File: src/rtl/dsky_pkg.sv
`default_nettype none

package dsky_pkg;

   localparam int unsigned ROW_SLOTS  = 15;
   localparam int unsigned PAIR_SLOTS = 6;
   localparam int unsigned SIGN_BITS  = 6;

   localparam logic [3:0] BLANK_DIGIT = 4'd10;

   localparam logic [8:0] CH_RELAY = 9'd8;
   localparam logic [8:0] CH_LAMP  = 9'd9;
   localparam logic [8:0] CH_FLAGS = 9'd115;

   localparam logic [3:0] LOC_ROW3_D34   = 4'd1;
   localparam logic [3:0] LOC_ROW3_D12   = 4'd2;
   localparam logic [3:0] LOC_ROW3_D0    = 4'd3;
   localparam logic [3:0] LOC_ROW2_D23   = 4'd4;
   localparam logic [3:0] LOC_ROW2_D01   = 4'd5;
   localparam logic [3:0] LOC_ROW1_D34   = 4'd6;
   localparam logic [3:0] LOC_ROW1_D12   = 4'd7;
   localparam logic [3:0] LOC_ROW1_D0    = 4'd8;
   localparam logic [3:0] LOC_NOUN       = 4'd9;
   localparam logic [3:0] LOC_VERB       = 4'd10;
   localparam logic [3:0] LOC_PROG       = 4'd11;

   localparam int unsigned LAMP_BIT  = 1;
   localparam int unsigned BLANK_BIT = 5;

   typedef struct packed {
      logic [ROW_SLOTS-1:0]  row_we;
      logic [ROW_SLOTS-1:0]  row_left;
      logic [PAIR_SLOTS-1:0] pair_we;
      logic [PAIR_SLOTS-1:0] pair_left;
      logic [SIGN_BITS-1:0]  sign_we;
      logic                  sign;
      logic [3:0]            left_digit;
      logic [3:0]            right_digit;
      logic                  lamp_we;
      logic                  lamp;
      logic                  flags_we;
      logic [15:0]           flags;
      logic                  refresh;
   } panel_write_type;

   function automatic logic [3:0] seg_decode(input logic [4:0] code);
      logic [3:0] digit;
      case (code)
         5'd3:    digit = 4'd1;
         5'd15:   digit = 4'd4;
         5'd19:   digit = 4'd7;
         5'd21:   digit = 4'd0;
         5'd25:   digit = 4'd2;
         5'd27:   digit = 4'd3;
         5'd28:   digit = 4'd6;
         5'd29:   digit = 4'd8;
         5'd30:   digit = 4'd5;
         5'd31:   digit = 4'd9;
         default: digit = BLANK_DIGIT;
      endcase
      return digit;
   endfunction

endpackage

`default_nettype wire

File: src/rtl/dsky_display_relay_decoder.sv
// Display relay decoder: takes one output-channel write per beat (channel, value) and
// answers each with one snapshot of the display panel plus a refresh flag. Relay words on
// channel 8 are decoded through the segment table and written into the digit and sign
// registers, channel 9 sets the activity lamp, channel 115 stores the flag word and blanks
// or shows verb and noun. The panel registers themselves form the result register, so a
// beat's result appears in the cycle after acceptance and a new beat is taken every cycle while
// the result side keeps up; the channel/location decode and the table lookup sit
// combinationally in front of the panel registers.
`default_nettype none

module dsky_display_relay_decoder
   import dsky_pkg::*;
(
   input  wire logic         clock,
   input  wire logic         reset,
   input  wire logic         req_valid,
   output logic              req_ready,
   input  wire logic [8:0]   req_channel,
   input  wire logic [15:0]  req_value,
   output logic              rsp_valid,
   input  wire logic         rsp_ready,
   output logic              rsp_refresh,
   output logic [7:0]        rsp_prog_digits,
   output logic [7:0]        rsp_verb_digits,
   output logic [7:0]        rsp_noun_digits,
   output logic              rsp_verb_noun_lit,
   output logic [19:0]       rsp_row_one_digits,
   output logic [19:0]       rsp_row_two_digits,
   output logic [19:0]       rsp_row_three_digits,
   output logic [5:0]        rsp_row_signs,
   output logic              rsp_activity_lamp,
   output logic [15:0]       rsp_flag_word
);

   panel_write_type wr;
   logic            accept;
   logic            valid_ff;
   logic            valid_in;
   logic            refresh_ff;

   assign req_ready = ~valid_ff | rsp_ready;
   assign accept    = req_valid & req_ready;
   assign valid_in  = accept | (valid_ff & ~rsp_ready);

   dsky_relay_decode u_decode (
      .channel (req_channel),
      .value   (req_value),
      .wr      (wr)
   );

   dsky_panel_state u_state (
      .clock            (clock),
      .reset            (reset),
      .wr_en            (accept),
      .wr               (wr),
      .prog_digits      (rsp_prog_digits),
      .verb_digits      (rsp_verb_digits),
      .noun_digits      (rsp_noun_digits),
      .verb_noun_lit    (rsp_verb_noun_lit),
      .row_one_digits   (rsp_row_one_digits),
      .row_two_digits   (rsp_row_two_digits),
      .row_three_digits (rsp_row_three_digits),
      .row_signs        (rsp_row_signs),
      .activity_lamp    (rsp_activity_lamp),
      .flag_word        (rsp_flag_word)
   );

   always_ff @(posedge clock) begin
      if (reset) begin
         valid_ff <= 1'b0;
      end else begin
         valid_ff <= valid_in;
      end
   end

   always_ff @(posedge clock) begin
      if (accept) begin
         refresh_ff <= wr.refresh;
      end
   end

   assign rsp_valid   = valid_ff;
   assign rsp_refresh = refresh_ff;

   a_accept_gives_beat: assert property (@(posedge clock) disable iff (reset)
      accept |=> rsp_valid)
      else $error("accepted beat produced no result");

   a_lamp_no_refresh: assert property (@(posedge clock) disable iff (reset)
      (accept && req_channel == CH_LAMP) |=> !rsp_refresh)
      else $error("lamp write flagged refresh");

   a_flags_update: assert property (@(posedge clock) disable iff (reset)
      (accept && req_channel == CH_FLAGS) |=>
         (rsp_refresh && rsp_flag_word == $past(req_value)
          && rsp_verb_noun_lit == !$past(req_value[BLANK_BIT])))
      else $error("flag write not reflected in result");

endmodule

`default_nettype wire

File: src/rtl/dsky_relay_decode.sv
`default_nettype none

module dsky_relay_decode
   import dsky_pkg::*;
(
   input  wire logic [8:0]      channel,
   input  wire logic [15:0]     value,
   output panel_write_type      wr
);

   logic [3:0] loc;

   assign loc = value[14:11];

   always_comb begin
      wr             = '0;
      wr.sign        = value[10];
      wr.left_digit  = seg_decode(value[9:5]);
      wr.right_digit = seg_decode(value[4:0]);
      wr.lamp        = value[LAMP_BIT];
      wr.flags       = value;
      unique case (channel)
         CH_RELAY: begin
            wr.refresh = 1'b1;
            unique case (loc)
               LOC_ROW3_D34: begin
                  wr.row_we[14] = 1'b1;
                  wr.row_we[13] = 1'b1;
                  wr.row_left[13] = 1'b1;
                  wr.sign_we[0] = 1'b1;
               end
               LOC_ROW3_D12: begin
                  wr.row_we[12] = 1'b1;
                  wr.row_we[11] = 1'b1;
                  wr.row_left[11] = 1'b1;
                  wr.sign_we[1] = 1'b1;
               end
               LOC_ROW3_D0: begin
                  wr.row_we[10] = 1'b1;
                  wr.row_we[9] = 1'b1;
                  wr.row_left[9] = 1'b1;
               end
               LOC_ROW2_D23: begin
                  wr.row_we[8] = 1'b1;
                  wr.row_we[7] = 1'b1;
                  wr.row_left[7] = 1'b1;
                  wr.sign_we[2] = 1'b1;
               end
               LOC_ROW2_D01: begin
                  wr.row_we[6] = 1'b1;
                  wr.row_we[5] = 1'b1;
                  wr.row_left[5] = 1'b1;
                  wr.sign_we[3] = 1'b1;
               end
               LOC_ROW1_D34: begin
                  wr.row_we[4] = 1'b1;
                  wr.row_we[3] = 1'b1;
                  wr.row_left[3] = 1'b1;
                  wr.sign_we[4] = 1'b1;
               end
               LOC_ROW1_D12: begin
                  wr.row_we[2] = 1'b1;
                  wr.row_we[1] = 1'b1;
                  wr.row_left[1] = 1'b1;
                  wr.sign_we[5] = 1'b1;
               end
               LOC_ROW1_D0: begin
                  wr.row_we[0] = 1'b1;
               end
               LOC_NOUN: begin
                  wr.pair_we[4] = 1'b1;
                  wr.pair_we[5] = 1'b1;
                  wr.pair_left[4] = 1'b1;
               end
               LOC_VERB: begin
                  wr.pair_we[2] = 1'b1;
                  wr.pair_we[3] = 1'b1;
                  wr.pair_left[2] = 1'b1;
               end
               LOC_PROG: begin
                  wr.pair_we[0] = 1'b1;
                  wr.pair_we[1] = 1'b1;
                  wr.pair_left[0] = 1'b1;
               end
               default: begin
                  wr.refresh = 1'b0;
               end
            endcase
         end
         CH_LAMP: begin
            wr.lamp_we = 1'b1;
         end
         CH_FLAGS: begin
            wr.flags_we = 1'b1;
            wr.refresh  = 1'b1;
         end
         default: begin
            wr.refresh = 1'b0;
         end
      endcase
   end

endmodule

`default_nettype wire

File: src/rtl/dsky_panel_state.sv
`default_nettype none

module dsky_panel_state
   import dsky_pkg::*;
(
   input  wire logic             clock,
   input  wire logic             reset,
   input  wire logic             wr_en,
   input  wire panel_write_type  wr,
   output logic [7:0]            prog_digits,
   output logic [7:0]            verb_digits,
   output logic [7:0]            noun_digits,
   output logic                  verb_noun_lit,
   output logic [19:0]           row_one_digits,
   output logic [19:0]           row_two_digits,
   output logic [19:0]           row_three_digits,
   output logic [5:0]            row_signs,
   output logic                  activity_lamp,
   output logic [15:0]           flag_word
);

   logic [3:0]  row_ff  [ROW_SLOTS];
   logic [3:0]  pair_ff [PAIR_SLOTS];
   logic [5:0]  sign_ff;
   logic        lit_ff;
   logic        lamp_ff;
   logic [15:0] flags_ff;

   always_ff @(posedge clock) begin
      if (reset) begin
         for (int i = 0; i < ROW_SLOTS; i++) begin
            row_ff[i] <= BLANK_DIGIT;
         end
         for (int i = 0; i < PAIR_SLOTS; i++) begin
            pair_ff[i] <= BLANK_DIGIT;
         end
         sign_ff  <= '0;
         lit_ff   <= 1'b1;
         lamp_ff  <= 1'b0;
         flags_ff <= '0;
      end else if (wr_en) begin
         for (int i = 0; i < ROW_SLOTS; i++) begin
            if (wr.row_we[i]) begin
               row_ff[i] <= wr.row_left[i] ? wr.left_digit : wr.right_digit;
            end
         end
         for (int i = 0; i < PAIR_SLOTS; i++) begin
            if (wr.pair_we[i]) begin
               pair_ff[i] <= wr.pair_left[i] ? wr.left_digit : wr.right_digit;
            end
         end
         for (int i = 0; i < SIGN_BITS; i++) begin
            if (wr.sign_we[i]) begin
               sign_ff[i] <= wr.sign;
            end
         end
         if (wr.lamp_we) begin
            lamp_ff <= wr.lamp;
         end
         if (wr.flags_we) begin
            flags_ff <= wr.flags;
            lit_ff   <= ~wr.flags[BLANK_BIT];
         end
      end
   end

   assign prog_digits      = {pair_ff[0], pair_ff[1]};
   assign verb_digits      = {pair_ff[2], pair_ff[3]};
   assign noun_digits      = {pair_ff[4], pair_ff[5]};
   assign verb_noun_lit    = lit_ff;
   assign row_one_digits   = {row_ff[0], row_ff[1], row_ff[2], row_ff[3], row_ff[4]};
   assign row_two_digits   = {row_ff[5], row_ff[6], row_ff[7], row_ff[8], row_ff[9]};
   assign row_three_digits = {row_ff[10], row_ff[11], row_ff[12], row_ff[13], row_ff[14]};
   assign row_signs        = sign_ff;
   assign activity_lamp    = lamp_ff;
   assign flag_word        = flags_ff;

endmodule

`default_nettype wire

File: config.mk
export PLATFORM = sky130hd
export DESIGN_NAME = dsky_display_relay_decoder
export DESIGN_NICKNAME = d
export VERILOG_FILES = /design/src/rtl/dsky_pkg.sv /design/src/rtl/dsky_display_relay_decoder.sv /design/src/rtl/dsky_relay_decode.sv /design/src/rtl/dsky_panel_state.sv
export SDC_FILE = /design/constraint.sdc
export NUM_CORES = 1
export LEC_CHECK = 0
export BUFFER_PORTS_ARGS = -buffer_cell sky130_fd_sc_hd__buf_2
export CORE_UTILIZATION = 50
export DETAILED_ROUTE_END_ITERATION = 8
export PLACE_DENSITY = 0.8
export SYNTH_ARGS = -nofsm -noshare
export SYNTH_HDL_FRONTEND = slang
export SYNTH_SLANG_ARGS = --single-unit
export TNS_END_PERCENT = 50
File: constraint.sdc
create_clock -name clock -period 2.5 [get_ports clock]
set_clock_uncertainty 0.2 [all_clocks]
set_input_delay 0 -clock clock [delete_from_list [all_inputs] [get_ports clock]]
set_output_delay 0 -clock clock [all_outputs]
set_load 0.01 [all_outputs]
==> impl_metrics.py <==
metrics = {
    "status": {
        "status": "completed",
    },
    "sta": {
        "hold-worst-slack_ns": 0.00885,
        "relSlewSlack_pct": 28.1,
        "fin_crit_sh_pct": 95.3,
        "fin_setup_tns_ns": 0,
        "finalHoldViolations": 0,
        "fmax_ghz": 0.420,
        "worst_slew_pin_slew_ns": 1.08,
        "maxSlewViolCount": 0,
        "period_needed_ns": 2.38,
        "setup_violations": 0,
        "rsz0062_at_grt": "no",
    },
    "logic_synthesis": {
        "synth_nets": 442,
        "synth_cells": 412,
        "synth-async-reset-ratio_pct": 0,
        "synth_edf_count": 85,
        "synthesis.area_sq_mm": 0.00478,
        "synth_cell_types": 52,
        "ys_seq_area_share_pct": 63.8,
        "synth_top_flop_cell": "edfxtp_1",
        "avgSynthCellArea_sq_um": 11.6,
        "ys_ff_latch": 110,
        "ys_warn_count": 0,
    },
    "global_routing": {
        "grtUsageMet2_pct": 42.8,
        "grt_max_degree": 65,
        "grtUsageMet3_pct": 5.57,
        "grt_usage_pct": 25.2,
        "grt_pass1_wl_mm": 19.3,
        "antenna_found_initial": 0,
        "grt_overflow": 0,
        "grtUsageMet1_pct": 32.2,
        "grt_busiest_layer": "met2",
        "grt_pass1_vias": 3758,
    },
    "clock_tree": {
        "cts.sinks": 110,
        "cts_buffer_depth": 2,
        "cts_tree": "built",
        "cts_made_buffers": 9,
        "root_buffer": "clkbuf_8",
        "clock_latency_ns": 0.36,
        "cts.clk_slew.worst_paths_ns": 0.11,
        "cts_max_level": 3,
    },
    "power": {
        "ir_drop_mv": 0.280,
        "power.density_mw_per_mm2": 562,
        "p_total_mw": 3.35,
        "p_leak_nw": 2.27,
    },
    "floorplanning": {
        "die_area_sq_mm": 0.00996,
        "rows": 35,
        "die_h_um": 99.8,
        "start_util_pct": 51.8,
        "die_w_um": 99.8,
        "core-area_sq_mm": 0.00924,
        "ios": 140,
    },
    "job": {
        "cap_viol_max_count": 0,
    },
    "cells_and_area": {
        "insertedDiodeCount": 0,
        "num-fill-cells": 729,
        "area_growth_pct": 24.9,
        "multiInputGateArea_sq_mm": 0.00158,
        "fin_area_sq_mm": 0.00597,
        "final_layout_size_suffix_gt1_share_pct": 32.6,
        "nets": 590,
        "seq_area_sq_mm": 0.00305,
    },
    "route": {
        "antenna_left": 0,
        "wl_mm": 12.1,
        "drc": 0,
        "num_vias": 3868,
        "first_pass_iters": 4,
        "drtIter0Drc": 195,
        "drt-vias-per-instance": 5.57,
        "wl_per_cell_um": 17.5,
    },
    "placed_design": {
        "dpl_cell_area_sq_mm": 0.00557,
        "gp_congestion": 0.839,
        "port_buffers": 139,
        "hpwl_mm": 8.43,
    },
    "min_path": {
        "hold_path.class": "input port to register",
    },
    "setup_path": {
        "start_kind": "register",
        "cp.arrival_ns": 2.49,
        "crit_path_end_kind": "register",
        "criticalPathCategory": "register to register",
        "crit_path_max_fanout": 5,
        "cp.required_ns": 2.61,
    },
}
## cells by family after synthesis
family                     after synthesis  share of synthesized area (%)
AOI/OAI and AO/OA                       61                           7.56
adders and majority gates                1                          0.262
buffers and inverters                   39                           3.43
DFF                                    110                           63.8
muxes                                   10                           2.17
and+or+nand+nor                        191                           22.7
## flip-flops by register name, indices dropped and copies added (netlist names)
name and count:
rsp_refresh 1, rsp_valid 1, u_state.activity_lamp 1, u_state.flag_word 16, u_state.pair_ff 24, u_state.row_ff 60, u_state.row_signs 6, u_state.verb_noun_lit 1
## power breakdown
group / internal [mW] / switching (mW)
registers: 2.02 / 0.0148
logic: 0.124 / 0.221
clock network: 0.367 / 0.611
## area by class of cell
type / count / share of cell area [%]
flip-flops and latches: 110 / 51.1
repair buffers: 171 / 16.6
well taps: 129 / 2.70
clock inverters: 7 / 0.817
multi-input cells: 263 / 26.4
clock buffers: 9 / 2.07
inverters: 5 / 0.314
## cell usage in the layout, fill, tap and decap left out, types with 2 or more instances in the layout
| master | n |
|---|---|
| a21o_1 | 4 |
| a21oi_1 | 21 |
| a22oi_1 | 4 |
| a31oi_1 | 3 |
| and2_1 | 2 |
| and3_1 | 3 |
| and4b_1 | 3 |
| buf_2 | 139 |
| buf_4 | 10 |
| clkbuf_8 | 9 |
| clkinv_1 | 2 |
| dfxtp_1 | 25 |
| dlygate4sd3_1 | 22 |
| edfxtp_1 | 85 |
| inv_1 | 5 |
| mux2_2 | 3 |
| mux2i_1 | 7 |
| nand2_1 | 37 |
| nand2b_1 | 20 |
| nand3_1 | 27 |
| nand3b_1 | 4 |
| nand4_1 | 8 |
| nor2_1 | 37 |
| nor2b_1 | 14 |
| nor3_1 | 4 |
| nor4_1 | 4 |
| nor4_2 | 3 |
| o21ai_0 | 20 |
| or2_2 | 4 |
| or3_1 | 2 |
| or3b_1 | 3 |
| or3b_2 | 2 |
| or4_4 | 2 |
## repair_timing
item / in CTS / in global routing
setup endpoints to repair: 0 / 1
endpoints found under the hold margin: 27 / 0
gates resized for setup: 0 / 3
hold buffers: 22 / 0
setup buffers: 0 / 0
## critical path, stage by stage, from the launching register on
cell	delay, ns
dfxtp_1	0.35
nand2b_4	0.10
and4_4	0.27
nand4_1	0.11
dlygate4sd3_1	0.59
a21oi_1	0.13
dlygate4sd3_1	0.58
## final timing paths
check | from | endpoint | slack [ns] | cells past startpoint
hold reg to reg | u_state.flag_word[14]$_SDFFE_PP0P_ | u_state.flag_word[14]$_SDFFE_PP0P_ | 0.28 | 2
hold / removal | req_channel[1] | rsp_refresh$_DFFE_PP_ | 0.009 | 3
setup / recovery | rsp_valid$_SDFF_PP0_ | u_state.activity_lamp$_SDFFE_PP0P_ | 0.12 | 6
setup reg to reg | rsp_valid$_SDFF_PP0_ | u_state.activity_lamp$_SDFFE_PP0P_ | 0.12 | 6
## per-stage QoR
step | util, % | std cells | setup slack, ns
after detailed placement | 60.3 | 656 | 0.224
after floorplan | - | 412 | 0.538
final | 64.6 | 694 | 0.117
after global routing | 64.6 | 694 | 0.0375
after global placement | 60.3 | 656 | 0.335
after CTS | 64.5 | 694 | 0.102
## synthesized netlist by cell type (2+ instances only)
cell | n | area [sq um]
a21o_1 | 4 | 30.0
a21oi_1 | 21 | 105
a22oi_1 | 4 | 30.0
a31oi_1 | 3 | 18.8
and2_1 | 2 | 12.5
and3_1 | 3 | 18.8
and4_1 | 2 | 17.5
and4b_1 | 3 | 30.0
buf_1 | 2 | 7.51
buf_2 | 8 | 40.0
clkbuf_1 | 23 | 86.3
dfxtp_1 | 25 | 500
edfxtp_1 | 85 | 2550
inv_1 | 5 | 18.8
mux2_2 | 3 | 33.8
mux2i_1 | 7 | 70.1
nand2_1 | 37 | 139
nand2b_1 | 21 | 131
nand3_1 | 27 | 135
nand3b_1 | 4 | 30.0
nand4_1 | 8 | 50.1
nor2_1 | 37 | 139
nor2b_1 | 14 | 87.6
nor3_1 | 4 | 20.0
nor4_1 | 4 | 25.0
nor4_2 | 3 | 37.5
o21ai_0 | 20 | 100
or2_2 | 4 | 25.0
or3_1 | 2 | 12.5
or3b_1 | 3 | 26.3
or3b_2 | 2 | 17.5
or4_4 | 2 | 22.5
## routing by layer
metal / up-vias / wire length, um
met5: - / 0
met4: 0 / 297
met3: 22 / 832
met2: 175 / 5890
met1: 1885 / 5090
li1: 1786 / -
(Power assumes the default switching activity.)
